--- src/hw/rtl/bpcg_pkg.sv ---
`default_nettype none
// ----------------------------------------------------------------------------
// bpcg_pkg: button panel command generator shared definitions
// Frame identifiers, value limits, state and result types, and the per-button
// action function.
// ----------------------------------------------------------------------------
package bpcg_pkg;

    // tool codes (inverted selector switches)
    localparam logic [2:0] TOOL_DRIVE = 3'd1;
    localparam logic [2:0] TOOL_DOORS = 3'd2;
    localparam logic [2:0] TOOL_STEER = 3'd3;
    localparam logic [2:0] TOOL_FRONT = 3'd4;
    localparam logic [2:0] TOOL_REAR  = 3'd5;
    localparam logic [2:0] TOOL_SPEED = 3'd6;

    // frame identifiers
    localparam logic [10:0] ID_FORWARD = 11'h050;
    localparam logic [10:0] ID_REVERSE = 11'h060;
    localparam logic [10:0] ID_DOORS   = 11'h200;
    localparam logic [10:0] ID_SPEED   = 11'h100;
    localparam logic [10:0] ID_STEER   = 11'h101;
    localparam logic [10:0] ID_FRONT   = 11'h400;
    localparam logic [10:0] ID_REAR    = 11'h401;

    localparam logic [7:0] STEER_MAX  = 8'd180;
    localparam logic [7:0] STEER_STEP = 8'd15;
    localparam logic [7:0] DIST_MAX   = 8'd200;
    localparam logic [7:0] DIST_MIN   = 8'd10;
    localparam logic [7:0] DIST_STEP  = 8'd10;
    localparam logic [7:0] SPEED_MAX  = 8'd120;
    localparam logic [7:0] SPEED_STEP = 8'd5;
    localparam logic [2:0] DOOR_LAST  = 3'd4;

    // reset values
    localparam logic [7:0] SPEED_RST = 8'd0;
    localparam logic [7:0] STEER_RST = 8'd90;
    localparam logic [7:0] DIST_RST  = 8'd200;
    localparam logic [2:0] DOOR_RST  = 3'd0;

    // result queue
    localparam int RES_DEPTH = 4;
    localparam int RES_PTR_W = $clog2(RES_DEPTH);
    localparam int RES_CNT_W = $clog2(RES_DEPTH + 1);

    typedef logic [RES_PTR_W-1:0] res_ptr_t;
    typedef logic [RES_CNT_W-1:0] res_cnt_t;

    typedef struct packed {
        logic [7:0] speed;
        logic [7:0] steer;
        logic [7:0] front;
        logic [7:0] rear;
        logic [2:0] door;
    } state_t;

    typedef struct packed {
        logic [10:0] frame_id;
        logic [7:0]  payload;
        logic        last;
    } result_t;

    // results of one tick: how many, and the two slots in order
    typedef struct packed {
        logic [1:0] count;
        result_t    r0;
        result_t    r1;
    } cmd_pair_t;

    typedef struct packed {
        logic    hit;
        state_t  st;
        result_t res;
    } act_t;

    function automatic logic [7:0] door_pattern(logic [2:0] idx);
        logic [7:0] p;
        case (idx)
            3'd0:    p = 8'h00;
            3'd1:    p = 8'h01;
            3'd2:    p = 8'h03;
            3'd3:    p = 8'h0F;
            3'd4:    p = 8'h3F;
            default: p = 8'h00;
        endcase
        return p;
    endfunction

    function automatic act_t apply_action(state_t s, logic [2:0] tool, logic up);
        act_t a;
        a.hit          = 1'b1;
        a.st           = s;
        a.res.last     = 1'b1;
        a.res.frame_id = ID_FORWARD;
        a.res.payload  = 8'h00;
        case (tool)
            TOOL_DRIVE:
            begin
                a.res.frame_id = up ? ID_FORWARD : ID_REVERSE;
            end
            TOOL_DOORS:
            begin
                if (up)
                    a.st.door = (s.door >= DOOR_LAST) ? 3'd0 : s.door + 3'd1;
                else
                    a.st.door = (s.door == 3'd0 || s.door > DOOR_LAST) ? DOOR_LAST
                                                                       : s.door - 3'd1;
                a.res.frame_id = ID_DOORS;
                a.res.payload  = door_pattern(a.st.door);
            end
            TOOL_STEER:
            begin
                if (up && s.steer < STEER_MAX)
                    a.st.steer = s.steer + STEER_STEP;
                else if (!up && s.steer != 8'd0)
                    a.st.steer = s.steer - STEER_STEP;
                a.res.frame_id = ID_STEER;
                a.res.payload  = a.st.steer;
            end
            TOOL_FRONT:
            begin
                if (up && s.front < DIST_MAX)
                    a.st.front = s.front + DIST_STEP;
                else if (!up && s.front > DIST_MIN)
                    a.st.front = s.front - DIST_STEP;
                a.res.frame_id = ID_FRONT;
                a.res.payload  = a.st.front;
            end
            TOOL_REAR:
            begin
                if (up && s.rear < DIST_MAX)
                    a.st.rear = s.rear + DIST_STEP;
                else if (!up && s.rear > DIST_MIN)
                    a.st.rear = s.rear - DIST_STEP;
                a.res.frame_id = ID_REAR;
                a.res.payload  = a.st.rear;
            end
            TOOL_SPEED:
            begin
                if (up && s.speed < SPEED_MAX)
                    a.st.speed = s.speed + SPEED_STEP;
                else if (!up && s.speed != 8'd0)
                    a.st.speed = s.speed - SPEED_STEP;
                a.res.frame_id = ID_SPEED;
                a.res.payload  = a.st.speed;
            end
            default:
            begin
                a.hit = 1'b0;
            end
        endcase
        return a;
    endfunction

endpackage
`default_nettype wire

--- src/hw/rtl/bpcg_action.sv ---
`default_nettype none
// ----------------------------------------------------------------------------
// bpcg_action: per-tick command logic
// Applies the plus action, then the minus action on the state plus left, and
// packs up to two result words in order.
// ----------------------------------------------------------------------------
module bpcg_action (
    input  wire bpcg_pkg::state_t    cur,
    input  wire logic [2:0]          tool,
    input  wire logic                plus_fall,
    input  wire logic                minus_fall,
    output bpcg_pkg::state_t         nxt,
    output bpcg_pkg::cmd_pair_t      cmds
);

    bpcg_pkg::act_t plus_act;
    bpcg_pkg::act_t minus_act;
    bpcg_pkg::state_t mid;
    logic plus_hit;
    logic minus_hit;

    always_comb
    begin
        plus_act  = bpcg_pkg::apply_action(cur, tool, 1'b1);
        plus_hit  = plus_fall && plus_act.hit;
        mid       = plus_hit ? plus_act.st : cur;
        minus_act = bpcg_pkg::apply_action(mid, tool, 1'b0);
        minus_hit = minus_fall && minus_act.hit;
        nxt       = minus_hit ? minus_act.st : mid;

        cmds.count = {1'b0, plus_hit} + {1'b0, minus_hit};
        cmds.r0    = plus_hit ? plus_act.res : minus_act.res;
        // first word is last unless minus follows it
        cmds.r0.last = !(plus_hit && minus_hit);
        cmds.r1      = minus_act.res;
    end

endmodule
`default_nettype wire

--- src/hw/rtl/button_panel_can_command_generator_top.sv ---
`default_nettype none
// ----------------------------------------------------------------------------
// button_panel_can_command_generator_top: button panel command generator
// Turns polled button and selector samples into command frame words.
// ----------------------------------------------------------------------------
// One input word is one polling tick. It is registered, then in one pass the
// button edges are applied to the selected tool and up to two command words
// enter a four-entry result queue, from which the first word is then shown.
// The result port drains one word per cycle while out_stall is low; a tick
// yields two frames only when both buttons fall together. The input stage
// holds a tick while the queue has fewer than two free entries.
module button_panel_can_command_generator_top (
    input  wire logic        clk,
    input  wire logic        rst_n,
    input  wire logic        in_valid,
    output logic             in_stall,
    input  wire logic        plus_level,
    input  wire logic        minus_level,
    input  wire logic [2:0]  switch_levels,
    output logic             out_valid,
    input  wire logic        out_stall,
    output logic [10:0]      frame_id,
    output logic [7:0]       payload,
    output logic             last
);

    logic       in_valid_reg;
    logic       plus_reg;
    logic       minus_reg;
    logic [2:0] sw_reg;
    logic       plus_prev_reg;
    logic       minus_prev_reg;

    bpcg_pkg::state_t    state_reg;
    bpcg_pkg::state_t    state_next;
    bpcg_pkg::cmd_pair_t cmds;

    bpcg_pkg::result_t  res_mem [bpcg_pkg::RES_DEPTH];
    bpcg_pkg::res_ptr_t wr_ptr_reg;
    bpcg_pkg::res_ptr_t rd_ptr_reg;
    bpcg_pkg::res_cnt_t count_reg;
    bpcg_pkg::res_cnt_t count_next;

    logic move;
    logic load;
    logic pop;
    logic [1:0] push_n;

    assign move     = in_valid_reg &&
                      (count_reg <= bpcg_pkg::res_cnt_t'(bpcg_pkg::RES_DEPTH - 2));
    assign in_stall = in_valid_reg && !move;
    assign load     = in_valid && !in_stall;
    assign pop      = out_valid && !out_stall;
    assign push_n   = move ? cmds.count : 2'd0;

    bpcg_action u_action (
        .cur        (state_reg),
        .tool       (~sw_reg),
        .plus_fall  (plus_prev_reg && !plus_reg),
        .minus_fall (minus_prev_reg && !minus_reg),
        .nxt        (state_next),
        .cmds       (cmds)
    );

    assign count_next = bpcg_pkg::res_cnt_t'(count_reg + bpcg_pkg::res_cnt_t'(push_n)
                                             - bpcg_pkg::res_cnt_t'(pop));

    always_ff @(posedge clk or negedge rst_n)
    begin
        if (!rst_n)
        begin
            in_valid_reg    <= 1'b0;
            plus_prev_reg   <= 1'b1;
            minus_prev_reg  <= 1'b1;
            state_reg.speed <= bpcg_pkg::SPEED_RST;
            state_reg.steer <= bpcg_pkg::STEER_RST;
            state_reg.front <= bpcg_pkg::DIST_RST;
            state_reg.rear  <= bpcg_pkg::DIST_RST;
            state_reg.door  <= bpcg_pkg::DOOR_RST;
            wr_ptr_reg      <= '0;
            rd_ptr_reg      <= '0;
            count_reg       <= '0;
        end
        else
        begin
            if (load)
                in_valid_reg <= 1'b1;
            else if (move)
                in_valid_reg <= 1'b0;
            if (move)
            begin
                plus_prev_reg  <= plus_reg;
                minus_prev_reg <= minus_reg;
                state_reg      <= state_next;
            end
            wr_ptr_reg <= bpcg_pkg::res_ptr_t'(wr_ptr_reg + bpcg_pkg::res_ptr_t'(push_n));
            if (pop)
                rd_ptr_reg <= bpcg_pkg::res_ptr_t'(rd_ptr_reg + 1'b1);
            count_reg <= count_next;
        end
    end

    always_ff @(posedge clk)
    begin
        if (load)
        begin
            plus_reg  <= plus_level;
            minus_reg <= minus_level;
            sw_reg    <= switch_levels;
        end
        if (push_n != 2'd0)
            res_mem[wr_ptr_reg] <= cmds.r0;
        if (push_n == 2'd2)
            res_mem[bpcg_pkg::res_ptr_t'(wr_ptr_reg + 1'b1)] <= cmds.r1;
    end

    assign out_valid = (count_reg != '0);
    assign frame_id  = res_mem[rd_ptr_reg].frame_id;
    assign payload   = res_mem[rd_ptr_reg].payload;
    assign last      = res_mem[rd_ptr_reg].last;

`ifndef SYNTHESIS
    a_count_bound: assert property (@(posedge clk) disable iff (!rst_n)
        count_reg <= bpcg_pkg::res_cnt_t'(bpcg_pkg::RES_DEPTH))
        else $error("result queue overflow");

    a_pair_queued: assert property (@(posedge clk) disable iff (!rst_n)
        (out_valid && !last) |-> (count_reg >= bpcg_pkg::res_cnt_t'(2)))
        else $error("first word of a pair shown without its partner queued");

    a_hold_valid: assert property (@(posedge clk) disable iff (!rst_n)
        (out_valid && out_stall) |=> out_valid)
        else $error("stalled result dropped");

    a_move_room: assert property (@(posedge clk) disable iff (!rst_n)
        (push_n == 2'd2) |=> (count_reg >= bpcg_pkg::res_cnt_t'(2)))
        else $error("pair push lost");
`endif

endmodule
`default_nettype wire
--- config.mk ---
export PLATFORM = sky130hd
export DESIGN_NAME = button_panel_can_command_generator_top
export DESIGN_NICKNAME = d
export VERILOG_FILES = /design/src/hw/rtl/bpcg_pkg.sv /design/src/hw/rtl/bpcg_action.sv /design/src/hw/rtl/button_panel_can_command_generator_top.sv
export SDC_FILE = /design/constraint.sdc
export NUM_CORES = 1
export LEC_CHECK = 0
export ABC_AREA = 0
export CORE_MARGIN = 1
export CORE_UTILIZATION = 55
export DETAILED_ROUTE_END_ITERATION = 8
export DONT_BUFFER_PORTS = 1
export PLACE_DENSITY = 0.7
export SLEW_MARGIN = 20
export SYNTH_ARGS = -nofsm -noshare
export SYNTH_HDL_FRONTEND = slang
export SYNTH_HIERARCHICAL = 1
export SYNTH_SLANG_ARGS = --single-unit
--- constraint.sdc ---
create_clock -name clk -period 5.3 [get_ports clk]
set_input_delay 1.06 -clock clk [delete_from_list [all_inputs] [get_ports clk]]
set_output_delay 1.06 -clock clk [all_outputs]
set_load 0.02 [all_outputs]
# Word-level counts from Yosys, hierarchy flattened
# Memory sizes are Yosys's and may differ from the RTL's.
# Index checks and enable logic that the tools add are counted.
dict set report op_classes {
  add_sub_neg 16
  magnitude_cmp 9
  n_eq_ne 15
  mux 39
  n_bitwise 1
  reduce_logical 23
}
# op n
set op_table {}
lappend op_table {{8-bit 2-to-1 mux} 16}
lappend op_table {{8-bit case mux with 5 select lines} 2}
lappend op_table {{35-bit 2-to-1 mux} 2}
lappend op_table {{11-bit case mux with 6 select lines} 1}
lappend op_table {{11-bit case mux with 5 select lines} 1}
lappend op_table {{6-bit case mux with 4 select lines} 2}
lappend op_table {{8-bit by 4-bit adder with 8-bit output (second input constant)} 3}
lappend op_table {{8-bit < comparator (second input constant)} 3}
lappend op_table {{8-bit by 4-bit subtractor with 8-bit output (second input constant)} 3}
lappend op_table {{20-bit 2-to-1 mux} 1}
lappend op_table {{3-bit by 2-bit equality test with 1-bit output (second input constant)} 6}
lappend op_table {{3-bit 2-to-1 mux} 6}
lappend op_table {{8-bit by 4-bit greater-than comparator with 1-bit output (second input constant)} 2}
lappend op_table {{8-bit nonzero test} 2}
lappend op_table {{3-bit equality test (second input constant)} 5}
lappend op_table {{3-bit by 1-bit equality test with 1-bit output (second input constant)} 3}
lappend op_table {{1-bit logical AND} 9}
lappend op_table {{8-bit by 3-bit adder with 8-bit output (second input constant)} 1}
lappend op_table {{8-bit by 7-bit < comparator with 1-bit output (second input constant)} 1}
lappend op_table {{8-bit by 3-bit subtractor with 8-bit output (second input constant)} 1}
lappend op_table {{1-bit 2-to-1 mux} 7}
lappend op_table {{1-bit zero test} 6}
lappend op_table {{6-bit OR reduction} 1}
lappend op_table {{2-bit by 1-bit adder with 2-bit output (second input constant)} 2}
lappend op_table {{16 further kinds} 17}
dict set report word_totals {
  ff_bits 50
  ram_bits 80
  inputBits 9
  output_inout_bits 22
  elab_cells 118
  n_memories 1
}
# name depth width read_ports rd_clocked_by_memory_dff wr line_no
set memory_table {}
lappend memory_table {res_mem 4 20 1 0 2 button_panel_can_command_generator_top.sv:38} ;# bpcg_pkg::result_t res_mem [bpcg_pkg::RES_DEPTH];

# Depth between registers and ports, before layout
# Gate-level depths: netlist (run 1).
dict set report depth {
  ltp_word 14
  mapped_depth 20
  mapped_depth_nobuf 16
}

# By module
# The synthesis (run 1) kept the hierarchy.
# module n_inst cells_per_inst area_each_um2 seq_area_each_um2
set modules_own_cells {}
lappend modules_own_cells {button_panel_can_command_generator_top 1 335 5965.7 3693.5}
lappend modules_own_cells {bpcg_action 1 620 4082.7 0.0}

# Least setup slack after synthesis (run 1)
# Ideal clock, no wire load.
dict set report synth_path {
  kind {register to register}
  from {reg sw_reg[1]}
  to {mem res_mem[1][0] (netlist bit), enable pin}
  setup_ps 428
  t_arrival_ps 3531
  t_required_ps 4872
  setup_slack_ps 1341
  stages_incl_launch_ff 10
  path_buffers 2
  synth_period_minus_slack_ps 3959
  path_cell_list {edfxtp_1 -> inv_1 -> buf_2 -> nand3_1 -> nand3_1 -> clkinv_1 -> clkbuf_1 -> ha_1 -> nand2b_1 -> a211oi_1}
}
# item line_no
set synth_lines {}
lappend synth_lines {{start, declared} button_panel_can_command_generator_top.sv:30} ;# logic [2:0] sw_reg;
lappend synth_lines {{start signal, assigned} button_panel_can_command_generator_top.sv:109} ;# sw_reg <= switch_levels;
lappend synth_lines {{end, declared} button_panel_can_command_generator_top.sv:38}

==> results of run 1 <==
==> cell usage after synthesis (all sizes together) (4+ instances only) <==
cell     number
a21boi        4
a21o          6
mux4         20
a21oi        59
nand4b        5
o221ai        6
o21a          6
nor3b         4
xor2         21
nand2b        7
o2111ai       6
and3          9
a41oi         6
a311oi        4
mux2i        18
a22oi         4
o211ai       10
buf          54
nor2         46
nand4        10
o22ai        13
or3           6
a41o          4
dfrtp        33
ha           17
nand2        50
a31oi        11
nor3         27
o311a         4
a2111oi       4
nand3b        4
o311ai        5
and2         20
xnor2        24
edfxtp       85
clkbuf       28
inv          38
a211oi       11
o21ai        45
mux2        121
dfstp        12
nor2b        12
nand3        21
==> worst min-delay path by stage <==
stage,from,endpoint,depth (start not counted)
2_1_floorplan,state_reg[7]$_DFFE_PN0N_,state_reg[7]$_DFFE_PN0N_,1
3_3_place_gp,minus_reg$_DFFE_PP_,minus_prev_reg$_DFFE_PN1N_,1
3_5_place_dp,minus_reg$_DFFE_PP_,minus_prev_reg$_DFFE_PN1N_,1
4_1_cts,rst_n,rd_ptr_reg[1]$_DFFE_PN0P_,0
5_1_grt,rst_n,wr_ptr_reg[1]$_DFF_PN0_,0
6_report,rst_n,rd_ptr_reg[1]$_DFFE_PN0P_,0
==> kinds of logic after synthesis <==
family | Yosys count | share of synthesized area (%)
simple gates | 244 | 14.07
mux | 159 | 19.87
flops | 130 | 36.76
fa+ha+maj | 18 | 2.316
other cells | 2 | 0.07474
compound gates | 236 | 16.71
xor+xnor | 45 | 3.997
buf+inv | 121 | 6.201
==> cell type report <==
| cell class | count | area (um2) |
|---|---|---|
| clock buffers | 17 | 425.4 |
| clock inverters | 15 | 187.7 |
| fillers | 1440 | 7323 |
| inverters | 39 | 148.9 |
| multi-input cells | 711 | 5786 |
| flip-flops and latches | 130 | 3694 |
| well taps | 229 | 286.5 |
| repair buffers | 15 | 112.6 |
==> per-stage QoR <==
stage | util (%) | instances | worst slack (ns) | area [um2]
after floorplan | - | 962 | 1.341 | 10070
final | 59.23 | 1156 | 0.8429 | 10640
after detailed placement | 55.82 | 1124 | 0.9534 | 10030
after global routing | 59.23 | 1156 | 0.5993 | 10640
after CTS | 59.23 | 1156 | 0.9448 | 10640
after global placement | 55.82 | 1124 | 0.9541 | 10030
==> routing by layer <==
metal  global-route usage [%]  wire length, um
met5                        0                0
met2                    44.42            11920
met3                    5.000             1934
met4                    11.29              797
met1                    39.04            11160
==> power groups by stage <==
stage                     logic, uW  clock network (uW)  registers [uW]
after floorplan                2770                   0            1560
after global placement         3210                   0            1790
after detailed placement       3240                   0            1790
after CTS                      3260                1250            1770
after global routing           3580                1300            1820
final                          3320                1240            1780
==> placed cells by master (no fill, tap or decap), types with 8 or more instances in the layout <==
cell,instances
inv_1,36
ha_1,17
and3_1,8
o21ai_0,40
clkbuf_16,17
xnor2_1,24
mux2i_1,18
dfstp_2,12
xor2_1,20
nand3_1,20
nor3_1,24
and2_1,20
nand4_1,10
o211ai_1,10
a31oi_1,11
edfxtp_1,85
o22ai_1,13
dfrtp_1,33
nor2b_1,11
nor2_1,45
a21oi_1,57
mux2_2,118
mux4_2,20
buf_4,15
conb_1,9
nand2_1,49
==> out/summary.txt, run 1 <==
status: completed
Pleak: 0.003986 uW
Worst slew margin: 24.88%
CTS tree: done
Die Wd: 137.2 um
Final ANT Viol Nets: 0
largest cells by area after synthesis: edfxtp_1 25%, mux2_2 13%, dfrtp_1 8.2%
initial antenna violation count: 0
Total GRT Usage: 28.47%
worst setup path end: res_mem[1][4]$_DFFE_PP_
post-synth top area share: 25.40%
Post-synth EDFFs: 85
Die ar.: 18810 um2
Hold-fix buffers, CTS: 0
total chip power: 6336 uW
Synth Cell Area: 10050 um2
GRT Residual Overflow: 0
CP max FO: 20
Max Root-Sink Buffers: 2
fraction of final layout cells sized beyond drive strength 1: 25.46%
first-pass GRT wire length: 40190 um
clk sinks: 130
R2R Setup Slk: 0.84 ns
CTS buffer count: 17
Main synth FF type: edfxtp_1
number of distinct library cells after synthesis: 107
CP Capture Type: flip-flop
synthesized instance count: 955
Seq/Total Area, Yosys: 36.76%
R2R Path Start: sw_reg[1]$_DFFE_PP_
kind of critical path: flip-flop to flip-flop
Port Buffers: 0
clk slew on worst S/H paths: 0.06 ns
Critical Path Stages: 15
Clock Skews: 0.008934 ns
Sw Ratio: 44.58%
routed wire length: 25810 um
post-DP HPWL: 17880 um
final hold slack: 0.3161 ns
worst-margin pin slew: 1.123 ns
Post-CTS Setup Bufs: 0
clk_lat worst skew: 0.43 ns
vias in the first global route: 7076
Comb pwr share: 52.4%
largest net degree at the start of global routing: 46
First-pass DRT Iterations: 5
Initial Util: 55.94%
Max-cap violations: 0
chip height: 137.2 um
max-slew violations: 0
synthesis-stage register bit count: 130
ys async rst share: 34.62%
max reg flops: 80
CP arrival: 4.64 ns
PwrDens: 595.5 nW/um2
GP Congestion: 0.9402
final setup fails: 0
WP data required: 5.48 ns
Tcrit/Tclk final: 84.10%
routed vias: 7763
Final #Nets: 941
clock share of power: 19.5%
area leader, netlist: edfxtp_1
unrepaired setup endpoints after global routing: no
I/O pins: 31
R2R depth: 15
root buffer cell: clkbuf_16
row cnt: 49
VDD IR max: 0.2933 mV
H-tree depth: 4
YS warnings: 6
CP max-delay cell: or3b_1
CP Buf/Inv Count: 3
crit-path cells: inv_1 > or3b_1 > inv_2 > nand2_1 > a21oi_1 > ha_1 > inv_1 > a221oi_1 > a31oi_1 > nor2_1 > nor2_1 > a21oi_1 > nand4b_4 > o21a_1 > mux2_2
post-DR wirelength/cell: 22.33 um
drt drc: 0
Crit Reg-Reg Endpoint: res_mem[1][4]$_DFFE_PP_
post-layout minimum cycle time: 4.457 ns
core footprint: 17960 um2
worst hold path type: input port to async pin
Inserted Diodes: 0
vias per inst: 6.715
Critical Path Start Type: flip-flop
CP top delay family: simple AND/OR/NAND/NOR gates
Syn Area/Cell: 10.52 um2
internal power: 3512 uW
final hold vios: 0
Crit path largest cell delay: 0.59 ns
Detailed Route Iter0 Violations: 830
setup TNS: 0 ns
NetSw: 2825 uW
sequential power share: 28.1%
Area growth syn-to-layout: 5.890%
crit path launch: sw_reg[1]$_DFFE_PP_
post-CTS sizing: 0
fmax: 224.4 MHz
Power figures use the tool's default switching activity.
==> run 2: changes to the inputs <==
==> constraint.sdc (replaced) <==
create_clock -name clk -period 4.5 [get_ports clk]
set_input_delay 0.9 -clock clk [delete_from_list [all_inputs] [get_ports clk]]
set_output_delay 0.9 -clock clk [all_outputs]
set_load 0.02 [all_outputs]
==> out/summary.txt, run 2 (synthesis gave the netlist of run 1 again) <==
status: completed
initial antenna violation count: 0
largest net degree at the start of global routing: 46
internal power: 4103 uW
clk sinks: 130
fraction of final layout cells sized beyond drive strength 1: 25.99%
CP max FO: 7
kind of critical path: flip-flop to flip-flop
Clock Skews: 0.01605 ns
CP top delay family: compound AO/OA/AOI/OAI gates
sequential cell area: 3694 um2
drt drc: 0
Total GRT Usage: 29.36%
Pleak: 0.003992 uW
vias per inst: 6.728
post-layout minimum cycle time: 4.246 ns
crit-path cells: nor2b_2 > and4b_1 > nand2_1 > xor2_1 > ha_1 > inv_1 > a2111o_1 > xor2_1 > a211oi_2 > o211ai_1 > o32a_1 > mux2_2
R2R depth: 12
core footprint: 17960 um2
GR peak layer: met2
crit path launch: plus_prev_reg$_DFFE_PN1N_
fmax: 235.5 MHz
worst-margin pin slew: 1.054 ns
R2R Path Start: plus_prev_reg$_DFFE_PN1N_
commonest cells after routing, fill and taps aside: 118 x mux2_2, 85 x edfxtp_1, 57 x a21oi_1
root buffer cell: clkbuf_16
multi-input combinational cell area: 5788 um2
clk_lat worst skew: 0.43 ns
CTS tree: done
Critical Path Start Type: flip-flop
setup TNS: 0 ns
vias in the first global route: 7176
NetSw: 3377 uW
post-DP HPWL: 18350 um
Critical Path Stages: 12
Tcrit/Tclk final: 94.36%
GP Congestion: 0.9404
Final ANT Viol Nets: 0
Initial Util: 55.94%
Area growth syn-to-layout: 6.226%
Comb pwr share: 52.7%
I/O pins: 31
most common cell after layout, fill and taps aside: mux2_2
routed wire length: 26550 um
post-DR wirelength/cell: 22.88 um
first-pass GRT wire length: 41240 um
CP max-delay cell: dfstp_2
CP Capture Type: flip-flop
Hold-fix buffers, CTS: 0
final setup fails: 0
First-pass DRT Iterations: 5
CP arrival: 4.41 ns
Die Wd: 137.2 um
worst hold path type: input port to async pin
Max-cap violations: 0
final hold vios: 0
most frequent CP cell: xor2_1
CP Buf/Inv Count: 1
Final #Nets: 945
H-tree depth: 4
Crit path largest cell delay: 0.52 ns
GRT met1 Usage: 40.35%
max-slew violations: 0
WP data required: 4.67 ns
sequential power share: 28.2%
clock share of power: 19.1%
Inserted Diodes: 0
GR Util met3: 5.815%
Die ar.: 18810 um2
Port Buffers: 0
CTS buffer count: 17
unrepaired setup endpoints after global routing: no
PwrDens: 700.8 nW/um2
Sw Ratio: 45.15%
Fill cells: 1452
Worst slew margin: 29.71%
GRT Residual Overflow: 0
final hold slack: 0.1661 ns
max reg flops: 80
Max Root-Sink Buffers: 2
clk slew on worst S/H paths: 0.07 ns
VDD IR max: 0.3890 mV
row cnt: 49
chip height: 137.2 um
R2R Setup Slk: 0.25 ns
routed vias: 7804
Detailed Route Iter0 Violations: 892
GR Layer Usage met2: 45.34%
## run 2: cell types whose count changed in the layout (fill, tap and decap cells not counted), sizes merged
cell and change:
inv -2, bufinv -1, buf +4, clkinvlp +3
## run 2: final timing paths
check,to
worst max-delay path,res_mem[1][7]$_DFFE_PP_
worst min-delay path,state_reg[0]$_DFFE_PN0N_
worst max register to register,res_mem[1][7]$_DFFE_PP_
worst min register to register,rd_ptr_reg[0]$_DFFE_PN0P_
max in group asynchronous,state_reg[9]$_DFFE_PN1N_
min in group clk,rd_ptr_reg[0]$_DFFE_PN0P_
## run 2: power by group through the flow
| stage | Combinational [uW] | Sequential, uW | Clock (uW) |
|---|---|---|---|
| floorplan | 3260 | 1830 | 0 |
| global placement | 3790 | 2110 | 0 |
| detailed placement | 3830 | 2120 | 0 |
| CTS | 3870 | 2100 | 1450 |
| global route | 4270 | 2150 | 1510 |
| finish | 3940 | 2110 | 1430 |
## run 2: metal layers
layer	routed length [um]	vias to the layer above	part of all wire (%)
met1	11500	3799	43
met2	12150	383	46
met4	813	0	3.1
met5	0	-	0
met3	2085	56	7.9
li1	-	3566	-
## run 2: repair_timing
action	CTS	global route
buffers inserted	0	0
endpoints found under the setup margin	0	8
gates resized for setup	0	2
endpoints found under the hold margin	0	0
## run 2: area by class of cell
type / count / share of cell area [%]
clock buffer: 17 / 3.985
clock inverter: 15 / 1.735
inverter: 39 / 1.430
multi-input combinational: 711 / 54.23
sequential: 130 / 34.60
tap: 229 / 2.684
timing repair buffer: 19 / 1.336
## run 2: stage by stage
step                cell area (um2)  util [%]  total power (uW)  setup slack, ns  std cells
detailed placement            10060     55.99              5954           0.4343       1128
floorplan                     10070         -              5096           0.5410        962
global route                  10670     59.42              7932         0.005669       1160
finish                        10670     59.42              7480           0.2539       1160
global placement              10060     55.99              5905           0.4175       1128
CTS                           10670     59.39              7415           0.3437       1160
